File: src/rtl/cspf_pkg.sv
`timescale 1ns / 1ps

package cspf_pkg;

    // default sizes
    localparam int NUM_LIBS_DEF      = 16;
    localparam int FUNCS_PER_LIB_DEF = 1024;
    localparam int STACK_DEPTH_DEF   = 64;

    // field widths
    localparam int CMD_W    = 2;
    localparam int LIB_ID_W = 4;
    localparam int FUNC_W   = 10;
    localparam int TS_W     = 48;
    localparam int CALLS_W  = 32;
    localparam int TOTAL_W  = 48;
    localparam int LEVEL_W  = 7;
    localparam int STATUS_W = 2;

    localparam int S_DATA_W = 64;
    localparam int S_USER_W = 2;
    localparam int M_DATA_W = 144;

    // command codes
    localparam logic [CMD_W-1:0] CMD_ENTRY = 2'd0;
    localparam logic [CMD_W-1:0] CMD_EXIT  = 2'd1;
    localparam logic [CMD_W-1:0] CMD_BLOCK = 2'd2;
    localparam logic [CMD_W-1:0] CMD_READ  = 2'd3;

    // status codes
    localparam logic [STATUS_W-1:0] STAT_OK        = 2'd0;
    localparam logic [STATUS_W-1:0] STAT_OVERFLOW  = 2'd1;
    localparam logic [STATUS_W-1:0] STAT_UNDERFLOW = 2'd2;

    // one profile table row
    typedef struct packed {
        logic [TOTAL_W-1:0] blocks;
        logic [TOTAL_W-1:0] cycles;
        logic [CALLS_W-1:0] calls;
    } tbl_row_t;

    // table port control
    typedef struct packed {
        logic rd;
        logic wr;
    } tbl_cmd_t;

    // stack port control
    typedef struct packed {
        logic rd;
        logic wr;
    } stk_cmd_t;

    function automatic logic [TOTAL_W-1:0] sat_add48(input logic [TOTAL_W-1:0] a,
                                                     input logic [TOTAL_W-1:0] b);
        logic [TOTAL_W:0] s;
        s = {1'b0, a} + {1'b0, b};
        return s[TOTAL_W] ? {TOTAL_W{1'b1}} : s[TOTAL_W-1:0];
    endfunction

    function automatic logic [CALLS_W-1:0] sat_inc32(input logic [CALLS_W-1:0] a);
        return (a == {CALLS_W{1'b1}}) ? a : a + 1'b1;
    endfunction

endpackage

File: src/rtl/cspf_index.sv
`timescale 1ns / 1ps

module cspf_index #(
    parameter int NUM_LIBS      = cspf_pkg::NUM_LIBS_DEF,
    parameter int FUNCS_PER_LIB = cspf_pkg::FUNCS_PER_LIB_DEF,
    parameter int ROW_W         = 14
) (
    input  logic                          clk,
    input  logic [cspf_pkg::LIB_ID_W-1:0] lib_id,
    input  logic [cspf_pkg::FUNC_W-1:0]   func_id,
    output logic [ROW_W-1:0]              row
);

    // reciprocal division: exact floor for 10-bit dividends with a 20-bit shift
    localparam int QSH = 20;
    localparam int LIB_W  = (NUM_LIBS > 1) ? $clog2(NUM_LIBS) : 1;
    localparam int FNC_W  = (FUNCS_PER_LIB > 1) ? $clog2(FUNCS_PER_LIB) : 1;
    localparam logic [QSH:0] LIB_RECIP  = (QSH+1)'((2**QSH + NUM_LIBS - 1) / NUM_LIBS);
    localparam logic [QSH:0] FUNC_RECIP =
        (QSH+1)'((2**QSH + FUNCS_PER_LIB - 1) / FUNCS_PER_LIB);

    localparam int XW = cspf_pkg::FUNC_W;

    logic [XW-1:0]      lib_x;
    logic [29:0]        lib_prod;
    logic [29:0]        func_prod;
    logic [XW-1:0]      lib_q_reg;
    logic [XW-1:0]      func_q_reg;
    logic [31:0]        lib_back;
    logic [31:0]        func_back;
    logic [XW-1:0]      lib_diff;
    logic [XW-1:0]      func_diff;
    logic [LIB_W-1:0]   lib_r_reg;
    logic [FNC_W-1:0]   func_r_reg;
    logic [31:0]        row_sum;
    logic [ROW_W-1:0]   row_reg;

    assign lib_x     = XW'(lib_id);
    assign lib_prod  = 30'(lib_x) * 30'(LIB_RECIP);
    assign func_prod = 30'(func_id) * 30'(FUNC_RECIP);

    // remainder from the registered quotient
    assign lib_back  = 32'(lib_q_reg) * 32'(NUM_LIBS);
    assign func_back = 32'(func_q_reg) * 32'(FUNCS_PER_LIB);
    assign lib_diff  = lib_x - lib_back[XW-1:0];
    assign func_diff = func_id - func_back[XW-1:0];

    assign row_sum = 32'(lib_r_reg) * 32'(FUNCS_PER_LIB) + 32'(func_r_reg);

    always_ff @(posedge clk)
    begin
        lib_q_reg  <= lib_prod[QSH+XW-1:QSH];
        func_q_reg <= func_prod[QSH+XW-1:QSH];
        lib_r_reg  <= LIB_W'(lib_diff);
        func_r_reg <= FNC_W'(func_diff);
        row_reg    <= row_sum[ROW_W-1:0];
    end

    assign row = row_reg;

endmodule

File: config.mk
export PLATFORM = sky130hd
export DESIGN_NAME = cspf_index
export DESIGN_NICKNAME = d
export VERILOG_FILES = /design/src/rtl/cspf_pkg.sv /design/src/rtl/cspf_index.sv
export SDC_FILE = /design/constraint.sdc
export NUM_CORES = 1
export LEC_CHECK = 0
export BUFFER_PORTS_ARGS = -buffer_cell sky130_fd_sc_hd__buf_2
export CORE_MARGIN = 1.5
export CORE_UTILIZATION = 35
export CTS_BUF_LIST = sky130_fd_sc_hd__clkbuf_4 sky130_fd_sc_hd__clkbuf_8 sky130_fd_sc_hd__clkbuf_16
export CTS_CLUSTER_SIZE = 12
export DETAILED_ROUTE_END_ITERATION = 10
export GPL_TIMING_DRIVEN = 0
export PLACE_DENSITY = 0.71
export SLEW_MARGIN = 10
export SYNTH_ARGS = -nofsm -noshare
export SYNTH_HDL_FRONTEND = slang
export SYNTH_SLANG_ARGS = --single-unit
File: constraint.sdc
create_clock -name clk -period 0.8 [get_ports clk]
set_input_delay 0.12 -clock clk [delete_from_list [all_inputs] [get_ports clk]]
set_output_delay 0.12 -clock clk [all_outputs]
set_load 0.005 [all_outputs]
; Word-level counts from Yosys, hierarchy flattened
; Cells that the tools add are included.
[word_totals]
reg_bits = 28
wordCells = 4
[op_classes]
add_sub_neg = 1
[op_table]
columns = op, n
row1 = $add A14 B10 Y14, 1

; Logic depth before layout (Yosys ltp)
[logic_depth]
word_depth = 1
mapped_depth = 0
depth_no_buf = 0

; Worst setup path after synthesis
; No wires, ideal clock.
[synth_path]
path_kind = register to output
start = register row_reg[0] (netlist: row[0])
end = output port row[0]
arrival_time_ns = 0.298
stages_incl_launch_ff = 1
path_slack_ns = 0.382
cell_sequence = dfxtp_1
[synth_rtl]
columns = item, line_no
row1 = from (decl), cspf_index.sv:36  ; logic [ROW_W-1:0] row_reg;
row2 = from (signal assigned), cspf_index.sv:56  ; row_reg <= row_sum[ROW_W-1:0];
row3 = to (decl), cspf_index.sv:11  ; output logic [ROW_W-1:0] row
; No word-level cell between the ends.

; Final worst setup path
[layout_path]
start = register row_reg[3] (netlist: row[3])
end = output port row[3]
; No word-level cell between the ends.

==> impl_metrics.env <==
export IMPL_status="complete, but fails checks"
export IMPL_violations="negative setup slack"
export IMPL_cts_tree="done"
export IMPL_ys_seq_elements=28
export IMPL_cp_slowest_cell="dfxtp_1"
export IMPL_hp_class="register to register"
export IMPL_die_area_um2=1850
export IMPL_power_frac_comb=0.056
export IMPL_synth_edf_count=0
export IMPL_crit_buf_inv=1
export IMPL_drcViolationCount=0
export IMPL_synth_cells=28
export IMPL_core_area_um2=1510
export IMPL_fill_cells=135
export IMPL_globalRouteTotalUtil=0.105
export IMPL_grt_overflow_total=0
export IMPL_finalSetupViolations=14
export IMPL_wl_per_cell_um=9.72
export IMPL_multiInputGateArea_um2=0
export IMPL_finalSetupTns_ns=-0.824
export IMPL_place_ws_ns=0.283
export IMPL_synth_top_cell_by_area="dfxtp_1"
export IMPL_setup_ws_ns=-0.0685
export IMPL_pwr_share_seq=0.664
export IMPL_cp_max_fo=1
export IMPL_rsz0062_at_grt="yes"
export IMPL_antenna_cells=0
export IMPL_place_gp_congestion=0.577
export IMPL_finalHoldViolCount=0
export IMPL_largest_reg_flops=14
export IMPL_yosys_area_share_adder=0
export IMPL_syn2layout_area_growth_pct=60.3
export IMPL_drt_initial_drc_count=3
export IMPL_multi_input_cells=0
export IMPL_io_buffers=28
export IMPL_finClkSkew_ns=0.00313
export IMPL_rows=14
export IMPL_crit_chain="buf_2"
export IMPL_nNetsFinal=90
export IMPL_vias_per_cell=3.83
export IMPL_synth_cell_type_count=1
export IMPL_die_w_um=43.0
export IMPL_yosys_area_top_type_share=1.00
export IMPL_drive_above_1_share=0.446
export IMPL_drv_slew=0
export IMPL_power_density_nw_per_um2=2490
export IMPL_antenna_found_initial=0
export IMPL_intPower_mw=1.84
export IMPL_ys_top_cells_by_count="28 x dfxtp_1"
export IMPL_netSwitchingFraction=0.178
export IMPL_p_clk_frac=0.281
export IMPL_placed_cells=72
export IMPL_vdd_drop_max_v=0.00128
export IMPL_num_io_pins=29
export IMPL_cts_setup_buffers=0
export IMPL_synthMuxAreaShare=0
export IMPL_drt_wl_total_um=875
export IMPL_synth_avg_cell_area_um2=20.0
export IMPL_cp_required_ns=0.68
export IMPL_yosysSeqAreaShare=1.00
export IMPL_p_leak_nw=0.426
export IMPL_clock_root_buffer="clkbuf_4"
export IMPL_synth_ff_type="dfxtp_1"
export IMPL_via_count=345
export IMPL_initial_core_util=0.372
export IMPL_slowest_delay_ns=0.32
export IMPL_crit_path_end_kind="output port"
export IMPL_yosys_area_share_simple=0
export IMPL_tightest_slew_ns=0.129
export IMPL_seq_area_um2=562
export IMPL_clk_insertion_delay_late_ns=0.31
export IMPL_grt_pass1_wl_um=1250
export IMPL_clock_sinks=28
export IMPL_synth_xor_area_share=0
export IMPL_relSlewSlack=0.914
export IMPL_grt_start_max_net_pins=16
export IMPL_crit_type="register to output port"
export IMPL_critPathTopFamily="flip-flops"
export IMPL_worst_endpoint_arrival_ns=0.75
export IMPL_cp_start_kind="register"
export IMPL_synth_compound_area_frac=0
export IMPL_fp_dieH_um=43.0
export IMPL_clk_pin_slew_ns=0.13
export IMPL_syn_num_nets=43
export IMPL_finalCritPeriodShare=1.09
export IMPL_numCtsBuffers=3
export IMPL_synth_most_common_cell="dfxtp_1"
export IMPL_switchingPower_uw=399
export IMPL_min_period_ns=0.869
export IMPL_cap_viol_max_count=0
export IMPL_layout_cells_non_filler=90
export IMPL_clock_path_buffers=2
export IMPL_syn_area_um2=561
export IMPL_grt_pass1_vias=316
export IMPL_cts_htree_levels=1
export IMPL_synth_warnings=0
export IMPL_async_flop_share=0
export IMPL_max_freq_mhz=1150
export IMPL_synth_area_leaders="dfxtp_1 100%"
export IMPL_drtAntennaViolNets=0
export IMPL_firstDrtPassIters=2
[kinds of logic (layout without fill, tap and decap cells)]
group | Yosys count | after routing
flip-flops | 28 | 28
buffers and inverters | 0 | 46
[power by group through the flow]
stage | sequential [mW] | combinational (mW) | clock (mW)
2_1_floorplan | 1.52 | 0 | 0
3_3_place_gp | 1.51 | 0.0703 | 0
3_5_place_dp | 1.52 | 0.0714 | 0
4_1_cts | 1.48 | 0.124 | 0.666
5_1_grt | 1.49 | 0.134 | 0.722
6_report | 1.48 | 0.125 | 0.628
[per-stage QoR]
step	cell area, um2	hold slack (ns)	util	power [mW]
2_1_floorplan	561	0.148	-	1.52
3_3_place_gp	721	0.222	0.478	1.58
3_5_place_dp	721	0.224	0.478	1.59
4_1_cts	897	0.343	0.596	2.27
5_1_grt	898	0.347	0.596	2.35
6_report	898	0.340	0.596	2.24
[cell type report]
class / count / area share
Sequential cell: 28 / 0.625
Timing Repair Buffer: 42 / 0.312
Clock buffer: 4 / 0.0404
Tap cell: 16 / 0.0223
[cells in the final DEF (no fill, tap or decap), drive strengths merged]
master       Yosys  layout
buf              0      28
dlygate4sd3      0      14
dfxtp           28      28
clkbuf           0       4
[path summary, 6_finish.rpt]
| check | from | endpoint | slack, ns | cells past startpoint |
|---|---|---|---|---|
| setup reg to reg | func_r_reg[7]$_DFF_P_ | row[7]$_DFF_P_ | 0.38 | 0 |
| setup / recovery | row[3]$_DFF_P_ | row[3] | -0.07 | 1 |
| hold / removal | func_r_reg[6]$_DFF_P_ | row[6]$_DFF_P_ | 0.34 | 0 |
| hold reg to reg | func_r_reg[6]$_DFF_P_ | row[6]$_DFF_P_ | 0.34 | 0 |
[layer usage]
layer  track usage  vias up  routed length (um)  part of all wire
li1              -      176                   -                 -
met1        0.0678      156                 280              0.32
met2         0.200       13                 541              0.62
met3        0.0766        0                  53             0.061
met4        0.0545        0                   0                 0
met5             0        -                   0                 0
[what timing repair did]
item,4_1_cts,5_1_grt
hold endpoints to repair,14,0
resized for setup,0,1
endpoints found under the setup margin,14,14
cloned,0,0
hold buffers,14,0
No activity file was read; power rests on OpenSTA's default activity.
