## src/rtl/cspf_pkg.sv

```systemverilog
`timescale 1ns / 1ps

package cspf_pkg;

    // default sizes
    localparam int NUM_LIBS_DEF      = 16;
    localparam int FUNCS_PER_LIB_DEF = 1024;
    localparam int STACK_DEPTH_DEF   = 64;

    // field widths
    localparam int CMD_W    = 2;
    localparam int LIB_ID_W = 4;
    localparam int FUNC_W   = 10;
    localparam int TS_W     = 48;
    localparam int CALLS_W  = 32;
    localparam int TOTAL_W  = 48;
    localparam int LEVEL_W  = 7;
    localparam int STATUS_W = 2;

    localparam int S_DATA_W = 64;
    localparam int S_USER_W = 2;
    localparam int M_DATA_W = 144;

    // command codes
    localparam logic [CMD_W-1:0] CMD_ENTRY = 2'd0;
    localparam logic [CMD_W-1:0] CMD_EXIT  = 2'd1;
    localparam logic [CMD_W-1:0] CMD_BLOCK = 2'd2;
    localparam logic [CMD_W-1:0] CMD_READ  = 2'd3;

    // status codes
    localparam logic [STATUS_W-1:0] STAT_OK        = 2'd0;
    localparam logic [STATUS_W-1:0] STAT_OVERFLOW  = 2'd1;
    localparam logic [STATUS_W-1:0] STAT_UNDERFLOW = 2'd2;

    // one profile table row
    typedef struct packed {
        logic [TOTAL_W-1:0] blocks;
        logic [TOTAL_W-1:0] cycles;
        logic [CALLS_W-1:0] calls;
    } tbl_row_t;

    // table port control
    typedef struct packed {
        logic rd;
        logic wr;
    } tbl_cmd_t;

    // stack port control
    typedef struct packed {
        logic rd;
        logic wr;
    } stk_cmd_t;

    function automatic logic [TOTAL_W-1:0] sat_add48(input logic [TOTAL_W-1:0] a,
                                                     input logic [TOTAL_W-1:0] b);
        logic [TOTAL_W:0] s;
        s = {1'b0, a} + {1'b0, b};
        return s[TOTAL_W] ? {TOTAL_W{1'b1}} : s[TOTAL_W-1:0];
    endfunction

    function automatic logic [CALLS_W-1:0] sat_inc32(input logic [CALLS_W-1:0] a);
        return (a == {CALLS_W{1'b1}}) ? a : a + 1'b1;
    endfunction

endpackage

```

## src/rtl/cspf_stack.sv

```systemverilog
`timescale 1ns / 1ps

module cspf_stack #(
    parameter int DEPTH = cspf_pkg::STACK_DEPTH_DEF,
    parameter int SP_W  = 6,
    parameter int ROW_W = 14
) (
    input  logic               clk,
    input  cspf_pkg::stk_cmd_t cmd,
    input  logic [SP_W-1:0]    rd_idx,
    input  logic [SP_W-1:0]    wr_idx,
    input  logic [ROW_W-1:0]   wdata,
    output logic [ROW_W-1:0]   rdata
);

    logic [ROW_W-1:0] mem [DEPTH];
    logic [ROW_W-1:0] rdata_reg;

    always_ff @(posedge clk)
    begin
        if (cmd.wr)
        begin
            mem[wr_idx] <= wdata;
        end
        if (cmd.rd)
        begin
            rdata_reg <= mem[rd_idx];
        end
    end

    assign rdata = rdata_reg;

endmodule

```

## config.mk

```make
export PLATFORM = sky130hd
export DESIGN_NAME = cspf_stack
export DESIGN_NICKNAME = d
export VERILOG_FILES = /design/src/rtl/cspf_pkg.sv /design/src/rtl/cspf_stack.sv
export SDC_FILE = /design/constraint.sdc
export NUM_CORES = 1
export LEC_CHECK = 0
export BUFFER_PORTS_ARGS = -buffer_cell sky130_fd_sc_hd__clkbuf_2
export CORE_MARGIN = 2
export CORE_UTILIZATION = 60
export CTS_BUF_LIST = sky130_fd_sc_hd__clkbuf_4
export CTS_CLUSTER_DIAMETER = 60
export DETAILED_ROUTE_END_ITERATION = 6
export GPL_ROUTABILITY_DRIVEN = 0
export PLACE_DENSITY = 0.83
export SLEW_MARGIN = 0
export SYNTH_ARGS = -nofsm -noshare
export SYNTH_HDL_FRONTEND = slang
export SYNTH_SLANG_ARGS = --single-unit
```

## constraint.sdc

```tcl
create_clock -name clk -period 2.8 [get_ports clk]
set_input_delay 0.7 -clock clk [delete_from_list [all_inputs] [get_ports clk]]
set_output_delay 0.7 -clock clk [all_outputs]
set_load 0.005 [all_outputs]
```

* Word-level counts from Yosys, hierarchy flattened
Memories as Yosys holds them, arrays and structs flattened. A register that Yosys moved wholly into a read port is not among the register bits.
Index checks and enable logic that the tools add are counted.
** Storage, ports and cells
- Register bits after elaboration :: 0
- Bits in writable memories :: 896
- Output and inout port bits :: 14
- Word-level logic and storage cells :: 3
- Memories :: 1
** Operators by class
- Muxes and demuxes :: 2
** Memory list
- mem :: depth 64, width 14, read ports 1, clocked after Yosys merged registers in 1, write ports 1, line cspf_stack.sv:16 : logic [ROW_W-1:0] mem [DEPTH];
** Operator list (count)
- two-way mux 1 bit :: 2

* Logic depth before layout (Yosys ltp)
Gate-level depths: netlist of the first run.
- Word-level depth :: 2
- Gate-level depth with buffers :: 9
- Depth with buffers taken out :: 5

* Worst setup path after synthesis of the first run
Ideal clock, no wire load.
- Path kind :: input-to-reg
- Start point :: input wr_idx[3]
- End point :: memory mem[48][0] (enable)
- Setup time :: 403 ps
- Arrival time :: 2191 ps
- Setup slack :: 206 ps
- Stages on the path :: 4
- Buffers on the path :: 1
- Cell sequence :: clkbuf_1 -> nor2b_1 -> nand4b_1 -> nor3_1
** RTL lines
- from (decl) :: line cspf_stack.sv:11 : input logic [SP_W-1:0] wr_idx,
- to (decl) :: line cspf_stack.sv:16
Straight into the memory's write port.

* Worst setup path in the final report of the first run
- Start point :: register rdata_reg[9], in the netlist rdata[9], read port of mem
- End point :: output rdata[9]
** RTL lines
- from (decl) :: line cspf_stack.sv:17 : logic [ROW_W-1:0] rdata_reg;
- to (decl) :: line cspf_stack.sv:13 : output logic [ROW_W-1:0] rdata
No word-level cell between the ends.

==> metrics.md, run 1 <==
| Metric | Value |
|---|---|
| Run status | `completed` |
| Type of the worst setup path | `flop to primary output` |
| Final hold violation count | `0` |
| Count of input and output buffers | `42` |
| Fraction of power spent switching nets | `21.9%` |
| Count of vias placed by the detailed router | `18.6k` |
| Number of antenna violations at the first check in global routing | `2` |
| Clock tree from TritonCTS | `yes` |
| Complex-gate fraction of the synthesized area | `2.45%` |
| DRC viols | `0` |
| Post CTS Setup Buffer Count | `0` |
| Maximum fanout count along the critical path | `1` |
| Static power due to leakage | `13.1 nW` |
| Kind of cell with the highest combined delay on the critical path | `flip-flops` |
| Clock sinks | `910` |
| Most area-hungry cell type in the Yosys netlist | `edfxtp_1` |
| Slowest cell on crit path | `edfxtp_1` |
| Dominant combinational cell family by area after synthesis | `multiplexers` |
| Global Route met3 Usage | `8.91%` |
| Die Ht | `246 µm` |
| Number of ports placed on the die boundary | `43` |
| Xor and xnor area share after synthesis | `0%` |
| Number of flops mapped to enable cells by yosys | `910` |
| Clock edge transition at the registers on the reported setup and hold paths | `0.09 ns` |
| Final Instance Area | `0.0401 mm²` |
| Count of antenna-violating nets left after detailed routing | `0` |
| Vias in the first global route | `19.2k` |
| Count of routing violations after the opening detailed-route iteration | `2580` |
| Arrival time at the worst endpoint | `1.72 ns` |
| Worst clock skew | `0.0658 ns` |
| Number of distinct library cells after synthesis | `34` |
| Count of warnings emitted by yosys | `0` |
| Prevailing post-synth register cell | `edfxtp_1` |
| Path length in cells of the critical path | `1` |
| Fill cell total of the finished layout | `3354` |
| Pin count of the biggest net entering global routing | `65` |
| Layer with the highest usage after global routing | `met2` |
| Clock share of power | `38.4%` |
| Mux cell area share after synthesis | `15.6%` |
| Count of state elements after synthesis | `910` |
| Effective utilization at floorplan | `60.7%` |
| Core Region | `0.0577 mm²` |
| Max reg flops | `896` |
| Layout Area Growth over Synthesis | `14.6%` |
| Maximum single-stage delay on the critical path | `0.51 ns` |
| Crit. End Element | `primary output` |
| RSZ-0062 raised after global routing | `no` |
| Top cells by area, synth | `edfxtp_1, mux4_2, nor2_1, mux2_2, mux2i_1` |
| Post-Route Setup TNS | `0 ns` |
| Post-Route WL | `84.6 mm` |
| Final net count | `1961` |
| CTS Root Buffer Type | `clkbuf_4` |
| Adder-cell area share of the yosys netlist | `0%` |
| Worst Slack Setup Final | `0.378 ns` |
| Cell with the most instances after synthesis | `edfxtp_1` |
| Width of the chip | `246 µm` |
| Total power density per cell area | `675 mW/mm²` |
| Async SR Flop Fraction | `0%` |
| Syn Nets | `1600` |
| Max-cap violation count | `0` |
| Number of instances on the worst hold path | `1` |
| Depth of the worst register-to-register path | `4` |
| Placed Instance Area | `0.0375 mm²` |
| Pre-CTS setup slack | `-0.377 ns` |
| Quantity of hold-fixing buffers added after cts | `0` |
| Ordered cell list for the critical path | `clkbuf_2` |
| Layout cells sized above 1 | `38.9%` |
| Global-route wire length before repair | `124 mm` |
| Sequential cell area fraction in the yosys report | `78.0%` |
| Peak Freq | `413 MHz` |
| CP bufs+invs | `1` |
| Number of detailed-routing iterations run before antenna repair | `6` |
| Met1 track demand over resource in global routing | `38.1%` |
| GR Layer Usage met2 | `45.8%` |
| Transition time at the pin with the least slew margin | `1.19 ns` |
| Post-CTS Resized | `0` |
| Post-synthesis cell area | `0.0350 mm²` |
| Count of mapped cells out of synthesis | `1571` |
| Total congestion overflow | `0` |
| Final Setup Violations | `0` |
| Detail Placement HPWL | `52.3 mm` |
| H-tree depth reported by CTS | `4` |
| Combinational Power Share | `5.7%` |
| Worst rel slew slack | `20.5%` |
| Core Rows | `88` |
| Final critical delay including setup and external delays | `2.42 ns` |
| Fin. max-slew vios | `0` |
| P_sw | `0.00595 W` |
| Internal power consumption | `0.0212 W` |
| Number of buffers created by CTS | `210` |
| Mean instance size in the synthesized netlist | `22.3 µm²` |
| Via/cell ratio | `6.56` |
| Max clock buf depth | `3` |
| Fraction of the mapped netlist area in simple logic gates | `2.37%` |
| Power share of the sequential group | `55.9%` |
| Type of element launching the critical path | `flop` |
| Clock latency reported for the late side of the worst-skew pair | `1.05 ns` |
| Full die area | `0.0603 mm²` |
| Top-area cell type share of the netlist area | `78.0%` |
| Overall Global Routing Usage | `29.0%` |
| CP required | `2.10 ns` |
| Period Utilization, post-route | `86.5%` |
| Worst IR drop on VDD | `0.611 mV` |
| Routed wire per std cell | `29.9 µm` |
| Leading cell types by count after synthesis | `edfxtp_1, mux4_2, nor2_1, nand2_1, clkbuf_1` |
| Path class of the lowest-slack min-delay path | `input pin to flop` |
==> cell usage in the layout, fill, tap and decap left out, types with 3 or more instances in the layout <==
cell type,count
edfxtp_1,910
clkbuf_4,292
mux4_2,224
buf_4,171
nor2_1,84
clkbuf_2,39
nand2_1,34
clkinv_1,28
buf_12,26
o21ai_0,22
nand2b_1,21
mux2i_1,21
a211oi_1,20
nor2b_1,19
mux2_2,19
o221ai_1,17
a21oi_1,16
o22ai_1,13
o31ai_1,10
a31oi_1,8
a311oi_1,8
clkinv_2,7
bufinv_16,7
clkinvlp_4,6
nand3_1,5
nand4_1,5
nor3_1,5
inv_6,4
a221o_1,3
o21ai_1,3
a22o_1,3
==> power by group through the flow <==
stage | sequential, W | combinational (W) | clock [W]
after CTS | 0.0151 | 0.00153 | 0.0105
after global placement | 0.0154 | 0.00146 | 0
final | 0.0152 | 0.00155 | 0.0104
after detailed placement | 0.0154 | 0.00151 | 0
after global routing | 0.0151 | 0.00161 | 0.0112
after floorplan | 0.0154 | 0.000763 | 0
==> stage by stage <==
step	instances	utilization, %	hold WS (ns)	total power, W
2_1_floorplan	1571	-	0.799	0.0162
3_3_place_gp	2485	65.0	0.943	0.0169
3_5_place_dp	2485	65.0	0.964	0.0170
4_1_cts	2830	69.5	0.186	0.0272
5_1_grt	2831	69.5	0.202	0.0280
6_report	2832	69.5	0.276	0.0271
==> cell type report <==
| class | count | area (µm²) | area share (%) |
|---|---|---|---|
| antenna | 2 | 5.00 | 0.0125 |
| clock buffer | 292 | 2190 | 5.46 |
| clock inverter | 53 | 434 | 1.08 |
| multi-input combinational | 571 | 7170 | 17.9 |
| sequential | 910 | 27300 | 68.1 |
| tap | 765 | 957 | 2.39 |
| timing repair buffer | 239 | 2040 | 5.08 |
==> kinds of logic (layout without fill, tap and decap cells) <==
kind of cell | count (synthesis) | count (layout)
AND/OR/NAND/NOR | 181 | 181
flip-flops | 910 | 910
AO/OA/AOI/OAI | 126 | 126
multiplexers | 264 | 264
other | 0 | 2
buffers and inverters | 90 | 584
==> routing by layer <==
metal,vias up,part of all wire (%)
met5,-,0
met4,0,3.8
met3,217,13
met2,1463,49
met1,9432,34
li1,7474,-
==> path summary, 6_finish.rpt <==
check                                    to  startpoint  slack (ns)
worst max-delay path               rdata[9]    rdata[9]        0.38
worst min-delay path            mem[10][11]   wdata[11]        0.28
worst max register to register     rdata[4]  mem[62][4]        0.73
worst min register to register     rdata[6]  mem[59][6]        0.98
(Power assumes the default switching activity.)
==> run 2, diff against run 1 <==
Settings changed: CORE_ASPECT_RATIO from default to 0.6, CORE_MARGIN 2 to default.
==> metrics.md, run 2 (synthesis gave the netlist of run 1 again) <==
| Metric | Value |
|---|---|
| Arrival time at the worst endpoint | `3.13 ns` |
| Ordered cell list for the critical path | `mux4_2 > nand2b_1 > a311oi_1 > o21ai_0 > buf_4 > o31ai_1` |
| Fin. max-slew vios | `0` |
| Number of antenna violations at the first check in global routing | `5` |
| Worst IR drop on VDD | `0.635 mV` |
| Final critical delay including setup and external delays | `2.40 ns` |
| Path class of the lowest-slack min-delay path | `input pin to flop` |
| Area taken by multi-input logic gates | `0.00717 mm²` |
| Maximum fanout count along the critical path | `1` |
| Full die area | `0.0594 mm²` |
| Layout Area Growth over Synthesis | `14.2%` |
| Effective utilization at floorplan | `60.8%` |
| Die Ht | `189 µm` |
| Post CTS Setup Buffer Count | `0` |
| Type of the worst setup path | `flop to flop` |
| Number of ports placed on the die boundary | `43` |
| Post-CTS Resized | `0` |
| Width of the chip | `314 µm` |
| Clock latency reported for the late side of the worst-skew pair | `0.94 ns` |
| Max clock buf depth | `3` |
| Worst Slack Setup Final | `0.401 ns` |
| Total power density per cell area | `667 mW/mm²` |
| Type of element launching the critical path | `flop` |
| Peak Freq | `417 MHz` |
| Clock tree from TritonCTS | `yes` |
| Fill cell total of the finished layout | `3361` |
| Leading cell type in the layout, fill and taps excluded | `edfxtp_1` |
| Pre-CTS setup slack | `-0.238 ns` |
| Overall Global Routing Usage | `29.7%` |
| RSZ-0062 raised after global routing | `no` |
| Count of vias placed by the detailed router | `18.5k` |
| Number of detailed-routing iterations run before antenna repair | `5` |
| Routed wire per std cell | `30.2 µm` |
| Post-Route WL | `85.4 mm` |
| Final hold violation count | `0` |
| Layout cells sized above 1 | `38.6%` |
| DRC viols | `0` |
| Clock edge transition at the registers on the reported setup and hold paths | `0.08 ns` |
| H-tree depth reported by CTS | `4` |
| Clock sinks | `910` |
| Worst clock skew | `0.0594 ns` |
| Number of buffers created by CTS | `192` |
| Transition time at the pin with the least slew margin | `1.26 ns` |
| Vias in the first global route | `18.9k` |
| Core Region | `0.0576 mm²` |
| Count of antenna-violating nets left after detailed routing | `0` |
| Pin count of the biggest net entering global routing | `65` |
| Maximum single-stage delay on the critical path | `1.03 ns` |
| Most frequent cells in the layout | `edfxtp_1, clkbuf_4, mux4_2, buf_4, nor2_1` |
| Combined flip-flop and latch cell area | `0.0273 mm²` |
| Global-route wire length before repair | `124 mm` |
| Slowest cell on crit path | `a311oi_1` |
| CTS Root Buffer Type | `clkbuf_4` |
| Max reg flops | `896` |
| Quantity of hold-fixing buffers added after cts | `0` |
| Detail Placement HPWL | `53.9 mm` |
| Final core occ | `69.4%` |
| Final net count | `1952` |
| Count of input and output buffers | `42` |
| Count of routing violations after the opening detailed-route iteration | `2632` |
| Via/cell ratio | `6.53` |
| CP required | `3.53 ns` |
| Total congestion overflow | `0` |
| Crit. End Element | `flop` |
| Worst rel slew slack | `15.7%` |
| Static power due to leakage | `13.1 nW` |
| Run status | `completed` |
| Final Setup Violations | `0` |
| Period Utilization, post-route | `85.7%` |
| Max-cap violation count | `0` |
| Core Rows | `68` |
## run 2: per-layer routing
layer / up-vias / share of wire, % / GRT usage (%)
met1: 9327 / 37 / 42.5
li1: 7444 / - / -
met5: - / 0.18 / 1.70
met3: 141 / 17 / 13.6
met4: 4 / 2.0 / 8.35
met2: 1542 / 44 / 41.6
## run 2: through the flow
stage | setup TNS, ns | power, W | cells | cell area, µm² | hold slack (ns)
after floorplan | 0 | 0.0162 | 1571 | 35000 | 0.799
after global placement | -1.17 | 0.0169 | 2499 | 37500 | 0.946
after detailed placement | -1.65 | 0.0170 | 2499 | 37500 | 0.953
after global routing | 0 | 0.0276 | 2827 | 40000 | 0.368
final | 0 | 0.0267 | 2828 | 40000 | 0.418
after CTS | 0 | 0.0268 | 2825 | 40000 | 0.364
## run 2: area by class of cell
| type | count | area share (%) |
|---|---|---|
| multi-input combinational | 571 | 17.9 |
| clock inverter | 42 | 0.770 |
| tap | 770 | 2.41 |
| timing repair buffer | 248 | 5.23 |
| sequential | 910 | 68.3 |
| clock buffer | 284 | 5.33 |
| antenna | 3 | 0.0188 |
## run 2: worst paths after layout
path / startpoint / end / cells past startpoint / slack, ns
worst max-delay path: mem[24][0] / rdata[0] / 6 / 0.40
worst min-delay path: wr_idx[1] / mem[48][11] / 3 / 0.42
worst max register to register: mem[24][0] / rdata[0] / 6 / 0.40
worst min register to register: mem[40][7] / rdata[7] / 3 / 0.97
## run 2: power by group
part           internal [W]  switching (W)
clock               0.00501        0.00497
combinational      0.000636       0.000934
sequential           0.0151      0.0000457
total                0.0207        0.00595
## run 2: worst max-delay path: cells and delay by family, from the launching register on
family	cells	cell delay, ns
buf+inv	1	0.18
compound gates	3	1.30
flops	1	0.36
simple gates	1	0.12
mux	1	0.24
